[config.mk]
export PLATFORM = sky130hd
export DESIGN_NAME = ecpd_decode
export DESIGN_NICKNAME = d
export VERILOG_FILES = /design/src/rtl/core/ecpd_pkg.sv /design/src/rtl/core/ecpd_decode.sv
export SDC_FILE = /design/constraint.sdc
export NUM_CORES = 1
export LEC_CHECK = 0
export ABC_AREA = 1
export BUFFER_PORTS_ARGS = -buffer_cell sky130_fd_sc_hd__buf_2
export CAP_MARGIN = 20
export CORE_ASPECT_RATIO = 0.6
export CORE_UTILIZATION = 41
export DETAILED_ROUTE_END_ITERATION = 6
export PLACE_DENSITY = 0.81
export SETUP_SLACK_MARGIN = 0.15
export SLEW_MARGIN = 20
export SYNTH_ARGS = -nofsm -noshare
export SYNTH_HDL_FRONTEND = slang
export SYNTH_SLANG_ARGS = --single-unit
[constraint.sdc]
create_clock -name vclk -period 2.2
set_input_delay 0.11 -clock vclk [all_inputs]
set_output_delay 0.11 -clock vclk [all_outputs]
set_load 0.01 [all_outputs]
[src/rtl/core/ecpd_pkg.sv]
package ecpd_pkg;

    // Default sensor side length in pixels.
    localparam int SENSOR_SIDE_DEF = 128;

    // Command kinds.
    localparam logic [1:0] KIND_EVENT = 2'd0;
    localparam logic [1:0] KIND_READ  = 2'd1;
    localparam logic [1:0] KIND_CLEAR = 2'd2;

    // Packet formats.
    localparam logic [2:0] FMT_NONE = 3'd0;
    localparam logic [2:0] FMT_VAR  = 3'd1;
    localparam logic [2:0] FMT_T16  = 3'd2;
    localparam logic [2:0] FMT_T24  = 3'd3;
    localparam logic [2:0] FMT_T32  = 3'd4;

    // Register indexes.
    localparam logic REG_EVENT_FORMAT = 1'b0;

    // Error code bits.
    localparam int ERR_SYNC_BIT = 0;
    localparam int ERR_BACK_BIT = 1;

    // Decoded event packet.
    typedef struct packed {
        logic        valid;
        logic        backward;
        logic [1:0]  err;
        logic [2:0]  len;
        logic [6:0]  x;
        logic [6:0]  y;
        logic        pol;
        logic [31:0] t;
    } t_dec;

endpackage

[src/rtl/core/ecpd_decode.sv]
module ecpd_decode
    import ecpd_pkg::*;
(
    input  logic [2:0]  i_format,
    input  logic [7:0]  i_byte0,
    input  logic [7:0]  i_byte1,
    input  logic [7:0]  i_byte2,
    input  logic [7:0]  i_byte3,
    input  logic [7:0]  i_byte4,
    input  logic [7:0]  i_byte5,
    input  logic [31:0] i_last_time,
    output t_dec        o_dec
);

    logic [2:0]  fmt;
    logic        sync;
    logic [31:0] t;
    logic [2:0]  len;
    logic        backward;
    logic        valid;

    always_comb begin
        fmt      = (i_format > FMT_T32) ? FMT_T32 : i_format;
        sync     = i_byte0[7];
        t        = '0;
        len      = 3'd2;
        case (fmt)
            FMT_NONE: begin
                t   = '0;
                len = 3'd2;
            end
            FMT_VAR: begin
                // Chunks of seven bits, most significant first; bit 7 ends the run.
                if (i_byte2[7]) begin
                    t   = {25'd0, i_byte2[6:0]};
                    len = 3'd3;
                end else if (i_byte3[7]) begin
                    t   = {18'd0, i_byte2[6:0], i_byte3[6:0]};
                    len = 3'd4;
                end else if (i_byte4[7]) begin
                    t   = {11'd0, i_byte2[6:0], i_byte3[6:0], i_byte4[6:0]};
                    len = 3'd5;
                end else begin
                    t    = {4'd0, i_byte2[6:0], i_byte3[6:0], i_byte4[6:0], i_byte5[6:0]};
                    len  = 3'd6;
                    sync = i_byte0[7] & i_byte5[7];
                end
            end
            FMT_T16: begin
                t   = {16'd0, i_byte2, i_byte3};
                len = 3'd4;
            end
            FMT_T24: begin
                t   = {8'd0, i_byte2, i_byte3, i_byte4};
                len = 3'd5;
            end
            default: begin
                t   = {i_byte2, i_byte3, i_byte4, i_byte5};
                len = 3'd6;
            end
        endcase
        backward = (fmt != FMT_NONE) && (t < i_last_time);
        valid    = sync && !backward;

        o_dec.valid    = valid;
        o_dec.backward = backward;
        o_dec.err      = '0;
        o_dec.err[ERR_SYNC_BIT] = !sync;
        o_dec.err[ERR_BACK_BIT] = backward;
        o_dec.len      = valid ? len : len + 3'd1;
        o_dec.x        = i_byte1[6:0];
        o_dec.y        = i_byte0[6:0];
        o_dec.pol      = i_byte1[7];
        o_dec.t        = t;
    end

endmodule

==> results list, run 1 <==
- Of the available clock period, the critical path in the final layout requires 122%.
* Clock buf count: 0
* Placed Cells: approximately 590
- The first global-routing pass estimated 15.1 mm of wire.
- Net count after synthesis: between 400 and 500
* Final Hold Vio Count: 0
* Violated checks: negative setup slack
- There are 0 flip-flops and latches.
* Transition time of the tightest slew-check pin: roughly 0.39 ns
- Row generation in the floorplan step produced 19 rows.
* Class of the tightest hold or removal check: in2out
- Net switching power: approximately 440 uW
- Final routed DRC violation total: 0
* Slowest cell on the critical path: ha_1
- Across the whole layout, storage elements account for 0 um2.
- Share of total power consumed by net switching: about 52%
* Critical Path Max Stage Delay: around 0.30 ns
- Capturing element type of the critical path: output pin
- Entering global routing, the biggest net connects 29 pins.
- For the worst setup path, the data arrival time is between 2 and 3 ns.
- Power density relative to cell area: between 200 and 250 mW/mm2
- Portion of synthesized cell area occupied by the leading cell type: a little under a fifth
- Sorting the synthesized cells by area gives the leading types as ha_1 19%, inv_1 13%, a21oi_1 9.1%.
- Derived from the worst setup path, the maximum achievable clock frequency is between 300 and 400 MHz.
- Combined area of all synthesized cells: about 0.0021 mm2
- The finished layout holds around 600 standard cells, fillers aside.
- Die span in y: between 50 and 60 um
- Data required time at the worst endpoint: 2.09 ns
- For this run, the number of Yosys warnings is 0.
- The number of antenna diodes in the final layout is 0.
* Vias in the first global route: between 3k and 4k
- Gp weighted congestion: between 1 and 1.5
- Sum of routed wire length over all layers: between 9 and 10 mm
* Proportion of layout cells with a drive suffix above 1: between 50% and 60%
- Average routed wire per standard cell: about 16 um
- Antenna violations before repair: 0
* Width of the die: 94.3 um
- STA classifies the critical path startpoint as a primary input.
- Drt pass-1 iters: 6
- Post-Synthesis Cells: roughly 360
* Setup ws final: -0.475 ns
- Cell internal power was estimated by the tool at approximately 400 uW.
- Final setup viols: 6
* Slew Limit Headroom: between 70% and 80%
- Combinational logic is responsible for between 90% and 100% of the overall power.
- Averaged over all synthesized cells, the footprint is between 5 and 6 um2.
* Via count: 3,350
- Utilization after layout: around 80%
- Part of the Yosys area used for sequential elements: 0%
- Port buffer count: roughly 110
* Placed cell area: between 0.003 and 0.004 mm2
* Sum of net half-perimeters after detailed placement: between 7 and 8 mm
- Using the TritonRoute via totals, the vias-per-cell ratio works out to ~5.5.
- Max-cap violations in this run came to 0.
* All-layer global routing usage: roughly 35%
* Fin area: approximately 0.0037 mm2
* Drt initial violations: 267
- Of all nets on the critical path, the largest fanout is 5.
- IO Pins: 137
- Part of the power in registers: 0%
- The analysis attributes to cell leakage a power of around 0.0021 uW.
- Growth of design area from synthesis to finish: 75.9%
* Worst vdd rail ir drop: 0.000172 V
- Post-layout nets: between 600 and 700
- Number of distinct standard cells referenced by the synthesized netlist: 36
* Floorplan core area: approximately 0.0047 mm2
- Minimum clock period: ~2.7 ns
- The die covers about 0.0054 mm2.
* Total power of the final layout: around 830 uW
- Worst Hold Margin: between 0.2 and 0.25 ns
* Fraction of power consumed by the clock network: 0%
* Post-synthesis cell type with the largest combined area: ha_1
- Max-slew violations: 0
- Setup Crit Path Kind: in2out
* Setup repair after global routing missed its margin: true
* Total global routing overflow: 0
* List of cells traversed by the critical path: buf_8 > nor2_4 > nand2_2 > nor2_4 > inv_4 > nor2_4 > buf_4 > nand2_1 > a32oi_2 > ha_1 > a21oi_2 > o21ai_2 > nand3_1 > nand2_1 > nand2_1 > a21oi_2 > nor2_2 > nand2_4 > nand2_4 > nand2_2 > nand2_2 > buf_6
* Result of the run: complete, but fails checks
* Antenna viol nets, final: 0
- Buffers inserted to repair hold after CTS numbered 0.
- Initial cell density of the core: 44.3%
[final cells by class]
cell class,instances,area [um2]
well taps,63,78.8
multi-input cells,249,1850
repair buffers,217,1430
fillers,364,1050
inverters,81,330
[metal layers]
metal / global-route usage (%) / vias to the layer above / part of all wire (%)
met4: 4.18 / 0 / 0.99
li1: - / 1603 / -
met5: 0 / - / 0
met1: 52.9 / 1510 / 46
met2: 53.7 / 221 / 41
met3: 6.93 / 16 / 12
[critical path, delay by kind of cell]
family                   cells  cell delay, ns
AND/OR/NAND/NOR             13            1.17
adder cells (fa/ha/maj)      1            0.30
buffers and inverters        4            0.43
AO/OA/AOI/OAI                4            0.54
[power by group through the flow]
stage	registers [uW]	logic (uW)	clock network (uW)
after global routing	0	901	0
after global placement	0	692	0
after floorplan	0	378	0
after CTS	0	805	0
after detailed placement	0	704	0
final	0	833	0
[through the flow]
step | TNS [ns] | setup slack [ns]
2_1_floorplan | -1.05 | -0.193
3_3_place_gp | -3.97 | -0.714
3_5_place_dp | -4.95 | -0.885
4_1_cts | -2.08 | -0.398
5_1_grt | -3.12 | -0.587
6_report | -2.51 | -0.475
[cells by family (layout without fill, tap and decap cells)]
| family | Yosys count | in the layout | share of synthesized area (%) |
|---|---|---|---|
| XOR/XNOR | 1 | 1 | 0.418 |
| AND/OR/NAND/NOR | 105 | 105 | 23.4 |
| buffers and inverters | 110 | 298 | 23.1 |
| AO/OA/AOI/OAI | 111 | 111 | 34.0 |
| adder cells (fa/ha/maj) | 32 | 32 | 19.1 |
[repair_timing]
action                                  in CTS  in global routing
pin swaps                                   34                  4
cloned                                       0                  0
resized for setup                           56                  4
setup buffers                               15                  1
endpoints found under the setup margin       6                  6
[path summary, 6_finish.rpt]
path   startpoint   endpoint  slack, ns  cells after the start
max   i_format[2]  o_dec[47]      -0.48                     22
min    i_byte1[0]  o_dec[40]       0.22                      0
[layout by cell type, fill, tap and decap left out, types with 3 or more instances in the layout]
master    instances
a21oi_1          26
a21oi_2          12
a221oi_1          8
a22oi_1           6
buf_2            99
buf_4           109
buf_6             7
ha_1             30
inv_1            69
inv_2             5
inv_4             5
nand2_1          39
nand2_2          11
nand3_1           9
nand4_1           4
nor2_1           26
nor2_2            4
nor2_4            4
o211ai_1          7
o21ai_0          11
o21ai_1           5
o21ai_2           3
o221ai_1          5
o221ai_2          3
o22ai_1          10
[cell usage after synthesis (4+ instances only)]
cell / n
a21oi_1: 38
nand3_1: 9
clkbuf_1: 10
nand2_1: 48
inv_1: 75
inv_2: 4
ha_1: 32
a221oi_1: 8
nand4_1: 4
o211ai_1: 7
o22ai_1: 12
a22oi_1: 8
nor2_1: 30
o221ai_1: 8
o21ai_0: 15
buf_4: 18
No activity file was read; power rests on OpenSTA's default activity.
==> run 2: changes to the inputs <==
==> constraint.sdc (replaced) <==
create_clock -name vclk -period 2.2
set_input_delay 0.55 -clock vclk [all_inputs]
set_output_delay 0.55 -clock vclk [all_outputs]
set_load 0.01 [all_outputs]
==> results list, run 2 <==
* Pin category terminating the worst setup path after the last repair: output port
- Progress stopped at global routing.
- The cts-stage hold buffer count came to 0 (unchanged).
* Die span in y: 57.4 um (unchanged)
* Sum of net half-perimeters after detailed placement: 8.04 mm (+4.1%)
- Post-Synthesis Cells: 359 (unchanged)
* Number of warning messages in the yosys log: 0 (unchanged)
- Initial cell density of the core: 44.3% (unchanged)
- The placer's final routability congestion estimate came to 0.996 (-2.5%).
* Cell with the most instances after synthesis: inv_1
- First error: [ERROR DPL-0038] Utilization greater than 100%, impossible to legalize
- Synthesized area per cell: 5.83 um2 (unchanged)
- The distinct cell type count after synthesis was 36 (unchanged).
* Net count after synthesis: 474 (unchanged)
* Maximum number of pins on one net before global-route repair: 19
- The synthesized cell area was 0.00209 mm2 (unchanged).
* Result of the run: did not finish
- The worst setup slack before clock tree synthesis is -1.74 ns (-0.854 ns).
- The portion of synthesized cell area occupied by the leading cell type was 19.1% (unchanged).
- The commonest cells after synthesis are 75 x inv_1, 48 x nand2_1, 38 x a21oi_1, 32 x ha_1, 30 x nor2_1.
* Post-synthesis cell type with the largest combined area: ha_1
- Top area cells in the synthesized netlist: ha_1 19%, inv_1 13%, a21oi_1 9.1%
- Grt repair worst endpoint: o_dec[49]
* IO Pins: 137 (unchanged)
* Part of the Yosys area used for sequential elements: 0% (unchanged)
* Width of the die: 94.3 um (unchanged)
* Port buffer count: 107 (unchanged)
* Row count: 19 (unchanged)
-- run 2: cell counts after synthesis --
Identical to the previous run, type by type.
-- run 2: kinds of logic after synthesis --
logic type	share of synthesized area [%]
AO/OA/AOI/OAI	34.0
buffers and inverters	23.1
AND/OR/NAND/NOR	23.4
adder cells (fa/ha/maj)	19.1
XOR/XNOR	0.418
-- run 2: through the flow --
| stage | cells | instance area [um2] | utilization [%] |
|---|---|---|---|
| after floorplan | 359 | 2220 | - |
| after global placement | 609 | 3470 | 73.4 |
| after detailed placement | 609 | 3470 | 73.4 |
| after CTS | 641 | 4290 | 90.6 |
-- run 2: what timing repair did --
action | CTS
buffers inserted | 31
resized for setup | 126
setup endpoints to repair | 35
pin swaps | 36
gates cloned | 1
==> run 3: changes to the inputs <==
- CORE_ASPECT_RATIO: 0.6 -> not set
- CORE_UTILIZATION: 41 -> 32
- PLACE_DENSITY: 0.81 -> not set
- PLACE_DENSITY_LB_ADDON: not set -> 0.15
- SETUP_SLACK_MARGIN: 0.15 -> not set
- clock period: 2.2 -> 2.9 ns (I/O delays scaled with it)
==> results list, run 3 (synthesized netlist as in run 1, its figures left out) <==
- Max Clock Freq: 263 MHz
- Growth of design area from synthesis to finish: 74.9%
- The checks that failed: negative setup slack.
- Worst Hold Margin: between 1 and 1.5 ns
- All-layer global routing usage: about a quarter
* Row count: 29 (+10)
- Setup ws final: -0.904 ns
- The run finished, with violations left.
* Setup repair after global routing missed its margin: true
* Data required time at the worst endpoint: 2.17 ns
- Class of the tightest hold or removal check: in2out
- The first global-routing pass estimated between 10 and 15 mm of wire.
* Post-layout nets: roughly 660
- Data arrives at the worst endpoint at between 3 and 4 ns.
* Clock buf count: 0
- Proportion of layout cells with a drive suffix above 1: between 50% and 60%
- Along the worst path, the maximum fanout reaches 6.
- Final total negative setup slack: -5.25 ns
- Number of vias per cell: 5.06
- The detailed router finished its first iteration with 153 violations.
- The routed design could run at a clock period as short as 3.80 ns.
- Antenna violations before repair: 0
* Fin area: around 0.0037 mm2
- Most frequent cells in the layout: 107 x buf_4, 99 x buf_2, 67 x inv_1
- Max-cap violation count: 0
* Vias in the first global route: between 3k and 4k
- Sequential cell count: 0
* IO Pins: 137 (unchanged)
* Sum of net half-perimeters after detailed placement: 7.43 mm (-7.5%)
* Slew Limit Headroom: approximately 77%
- Final routed DRC violation total: 0
* Final setup viols: 6
- The number of antenna diodes in the final layout is 0.
- Sequential Area: 0 um2
- Max-slew violations: 0
- After detailed routing, the total wire length is a little under 9 mm.
- Final Hold Vio Count: 0
* Antenna viol nets, final: 0
* Transition time of the tightest slew-check pin: around 0.35 ns
* Initial cell density of the core: 33.0% (-11 points)
- Setup Crit Path Kind: in2out
- Floorplan core area: approximately 0.0063 mm2
- The cell area reported after detailed placement came to 0.00339 mm2 (-2.3%).
* Post-route fraction of the period consumed by the critical path: 131%
- Gp weighted congestion: 0.988 (-0.80%)
- For this design the ratio of total power to cell area is 166 mW/mm2.
- Dividing the detail-routed wire length by the instance count gives about 14 um.
- The library cell used most frequently in the layout, excluding fill and tap cells, is buf_4.
- Total global routing overflow: 0
- Width of the die: 82.9 um (-12%)
* Area of the die: 0.00687 mm2
* Static Leakage: ~0.0021 uW
* Drt pass-1 iters: 4
- Port buffer count: 107 (unchanged)
* Startpoint class of the critical path: primary input
* Capturing element type of the critical path: output pin
* Worst vdd rail ir drop: between 0.00008 and 0.00009 V
- In this run the worst setup path terminates at o_dec[48].
- Die span in y: 82.9 um (+45%)
- Via count: around 3.2k
- Maximum number of pins on one net before global-route repair: 29
- The most critical setup path has its startpoint at i_format[2].
==> run 3: area by class of cell <==
class	instances	area, um2
timing repair buffer	216	1430
inverter	81	332
multi-input combinational	249	1810
fill	655	2690
tap	77	96.3
==> run 3: worst max-delay path, cell delays in order <==
cell and delay (ns):
buf_6 0.11, nor2_4 0.11, nand2_2 0.08, nor2_4 0.12
inv_4 0.08, nor2_4 0.12, inv_4 0.06, o221ai_1 0.17
o22ai_1 0.11, inv_1 0.09, ha_1 0.25, nand2_1 0.10
nor2_1 0.06, a211oi_2 0.17, nand2_1 0.10, nand2_1 0.08
nand2_2 0.07, nand2_2 0.08, nand2_4 0.07, nand2_4 0.09
nand2_2 0.06, nand2_2 0.07, buf_6 0.10
==> run 3: report_power, final <==
part | switching, uW | total, uW | internal (uW)
registers | 0 | 0 | 0
logic | 311 | 606 | 295
clock network | 0 | 0 | 0
==> run 3: worst min-delay path by stage <==
| stage | start | to | slack, ns | cells after the start |
|---|---|---|---|---|
| global placement | i_byte0[3] | o_dec[36] | 1.45 | 0 |
| detailed placement | i_byte0[3] | o_dec[36] | 1.45 | 0 |
| finish | i_byte0[0] | o_dec[33] | 1.45 | 0 |
| CTS | i_byte0[3] | o_dec[36] | 1.45 | 0 |
| floorplan | i_byte0[7] | o_dec[50] | 1.51 | 1 |
| global route | i_byte0[2] | o_dec[35] | 1.45 | 0 |
==> run 3: stage by stage <==
stage / worst slack, ns / power, uW / util (%) / std cells
2_1_floorplan: -0.723 / 287 / - / 359
3_3_place_gp: -1.07 / 532 / 53.4 / 615
3_5_place_dp: -1.15 / 541 / 53.4 / 615
4_1_cts: -0.847 / 592 / 57.1 / 623
5_1_grt: -1.07 / 665 / 57.7 / 623
6_report: -0.904 / 606 / 57.7 / 623
==> run 3: metal layers <==
layer | up-vias | share of wire, % | GRT usage [%]
li1 | 1598 | - | -
met1 | 1402 | 45 | 33.5
met2 | 130 | 47 | 45.4
met3 | 23 | 4.7 | 1.69
met4 | 0 | 3.1 | 7.84
met5 | - | 0 | 0
==> run 3: what timing repair did <==
action	in CTS	in global routing
setup endpoints to repair	11	9
buffers inserted	8	0
pin swaps	25	6
gates resized for setup	45	10
hold buffers	0	0
==> run 4: changes to the inputs <==
- CAP_MARGIN: 20 -> not set
- GPL_TIMING_DRIVEN: not set -> 0
==> results list, run 4 (synthesized netlist as in run 1, its figures left out) <==
- Result of the run: complete, but fails checks
- The final reports fail on negative setup slack.
- The global routing stage identified its most utilized layer as met2.
- The count of endpoints failing hold in the final timing report came to 0 (unchanged).
* Part of the power in registers: 0% (unchanged)
* Sum of net half-perimeters after detailed placement: 6.85 mm (-7.8%)
- The slowest stage of the critical path belongs to the cell o32ai_2.
* Port buffer count: 121 (+13%)
- The global routing usage summed across all routing layers came to 25.0% (-0.82 points).
- Data required time at the worst endpoint: 2.17 ns (about the same)
- Routing usage on met1: 31.4% (-2.1 points)
* Internal power: 260 uW (-12%)
- The delay of the slowest cell on the worst path is 0.32 ns (+0.07 ns).
* Setup Crit Path Kind: in2out
- Total global routing overflow: 0 (unchanged)
* Most frequent cells in the layout: 113 x buf_2, 64 x inv_1, 48 x buf_4
- Floorplan core area: 0.00635 mm2 (unchanged)
* Fin area: 0.00342 mm2 (-6.6%)
* CP Data Arrival Time: 3.07 ns (about the same)
- Drt pass-1 iters: 5 (+1)
* Maximum number of pins on one net before global-route repair: 11 (-62%)
- The sequential cell count was 0 (unchanged).
* Setup repair after global routing missed its margin: true
- Final total negative setup slack: -5.28 ns (-0.0315 ns)
- Buf/Inv on CP: 6 (+1)
* Average routed wire per standard cell: 15.1 um (+5.8%)
* Number of vias per cell: 5.23 (+3.3%)
- The power share of the combinational group was 100.0% (about the same).
* Max-slew violations: 0 (unchanged)
- The initial DRC count is 142 (-7.2%).
- Slew Limit Headroom: 76.5% (-0.16 points)
* Met2 track utilization from global routing: 45.6% (+0.22 points)
- The total area of multi-input combinational cells is 0.00185 mm2 (+2.1%).
- Placed cell area: 0.00288 mm2 (-15%)
* Share of total power consumed by net switching: 54.5% (+3.2 points)
- The net switching power is 311 uW (-0.16%).
- Number of fillers in the final layout: 634 (-3.2%)
* Power density relative to cell area: 167 mW/mm2 (+0.70%)
- The path class of the tightest hold or removal check is in2out.
* Row count: 29 (unchanged)
- Placed Cells: 557 (-9.4%)
- The antenna diode count was 0 (unchanged).
* Global-route wire length before repair: 14.4 mm (-4.0%)
* Gp weighted congestion: 0.939 (-5.0%)
* Worst-path fanout max: 6 (unchanged)
* Max Clock Freq: 263 MHz (+0.15%)
- Setup ws final: -0.898 ns (+0.00554 ns)
* Static Leakage: 0.00193 uW (-8.4%)
* Worst vdd rail ir drop: 0.0000771 V (-14%)
* Transition time of the tightest slew-check pin: 0.349 ns (-0.000545 ns)
* Post-layout nets: 628 (-5.3%)
- Compared with the post-synthesis result, the final layout area differs by 63.4%.
* IO Pins: 137 (unchanged)
- On the critical path the largest part of the delay comes from simple AND/OR/NAND/NOR gates.
* Startpoint of the most critical setup path: i_format[0]
* Antenna violations before repair: 0 (unchanged)
* Antenna viol nets, final: 0 (unchanged)
- In this run the most critical hold path is launched from i_byte1[7].
* Final routed DRC violation total: 0 (unchanged)
* List of cells traversed by the critical path: buf_12 > inv_12 > nor2_4 > nand2_4 > nor2_4 > inv_4 > nor2_4 > inv_4 > nor2_1 > o32ai_2 > inv_1 > ha_4 > nand4_1 > o221a_2 > nand2_2 > nand2_2 > nand2_4 > nand2_4 > nand2_1 > nand2_2 > buf_6
- Leaving out fill and tap cells, the most frequent cell in the layout is buf_2.
- STA classifies the critical path startpoint as a primary input.
- The worst setup slack before clock tree synthesis is -1.47 ns (-0.322 ns).
* Via count: 3,075 (-2.5%)
- Capturing element type of the critical path: output pin
- The minimum clock period after layout came to 3.80 ns (-0.00554 ns).
- Sum of routed wire length over all layers: 8.87 mm (-0.14%)
* Fin cells: 588 (-5.6%)
- The layout clock buffer count was 0 (unchanged).
- Width of the die: 82.9 um (unchanged)
- The overall die height was 82.9 um (unchanged).
- Fraction of power consumed by the clock network: 0% (unchanged)
- The fraction of layout cells with a size suffix above 1 was 48.5% (-3.3 points).
* Area of the die: 0.00687 mm2 (unchanged)
- The global routing usage on met3 is 2.98% (+1.3 points).
* Initial cell density of the core: 33.0% (unchanged)
- The number of global-route vias before repair came to 3,028 (-5.1%).
- Sequential Area: 0 um2 (unchanged)
- Utilization after layout: 53.9% (-3.8 points)
- The total of max-cap violations came to 0 (unchanged).
- The cts-stage hold buffer count came to 0 (unchanged).
* Final setup viols: 6 (unchanged)
- The portion of the clock cycle consumed by the worst path in the final layout was 131% (-0.19 points).
-- run 4: changes by cell type in the layout (fill, tap and decap cells not counted), moves of 4 or more --
cell	previous run	this run
buf_2	99	113
nand2_2	11	7
buf_4	107	48
clkbuf_2	0	5
-- run 4: through the flow --
step / total power (uW) / hold WS (ns)
detailed placement: 471 / 1.63
global route: 628 / 1.64
floorplan: 287 / 1.51
CTS: 546 / 1.63
finish: 570 / 1.63
global placement: 466 / 1.63
-- run 4: area by class of cell --
cell class / count / area share (%)
well taps: 77 / 2.82
repair buffers: 153 / 26.8
multi-input cells: 249 / 53.9
plain buffers: 28 / 6.58
inverters: 81 / 9.84
-- run 4: per-layer routing --
layer / vias up / routed length [um]
met5: - / 0
met4: 0 / 191
met3: 13 / 647
met2: 145 / 4250
met1: 1395 / 3780
li1: 1522 / -
-- run 4: what timing repair did --
item,in CTS,in global routing
gates cloned,1,0
resized for setup,61,21
setup endpoints to repair,28,7
setup buffers,37,3
pin swaps,29,8
-- run 4: path summary, 6_finish.rpt --
check | endpoint | slack [ns] | cells past startpoint
worst max-delay path | o_dec[48] | -0.90 | 21
worst min-delay path | o_dec[32] | 1.63 | 2
-- run 4: power groups by stage --
stage               combinational (uW)  clock, uW  sequential [uW]
floorplan                          287          0                0
global placement                   466          0                0
detailed placement                 471          0                0
CTS                                546          0                0
global route                       628          0                0
finish                             570          0                0
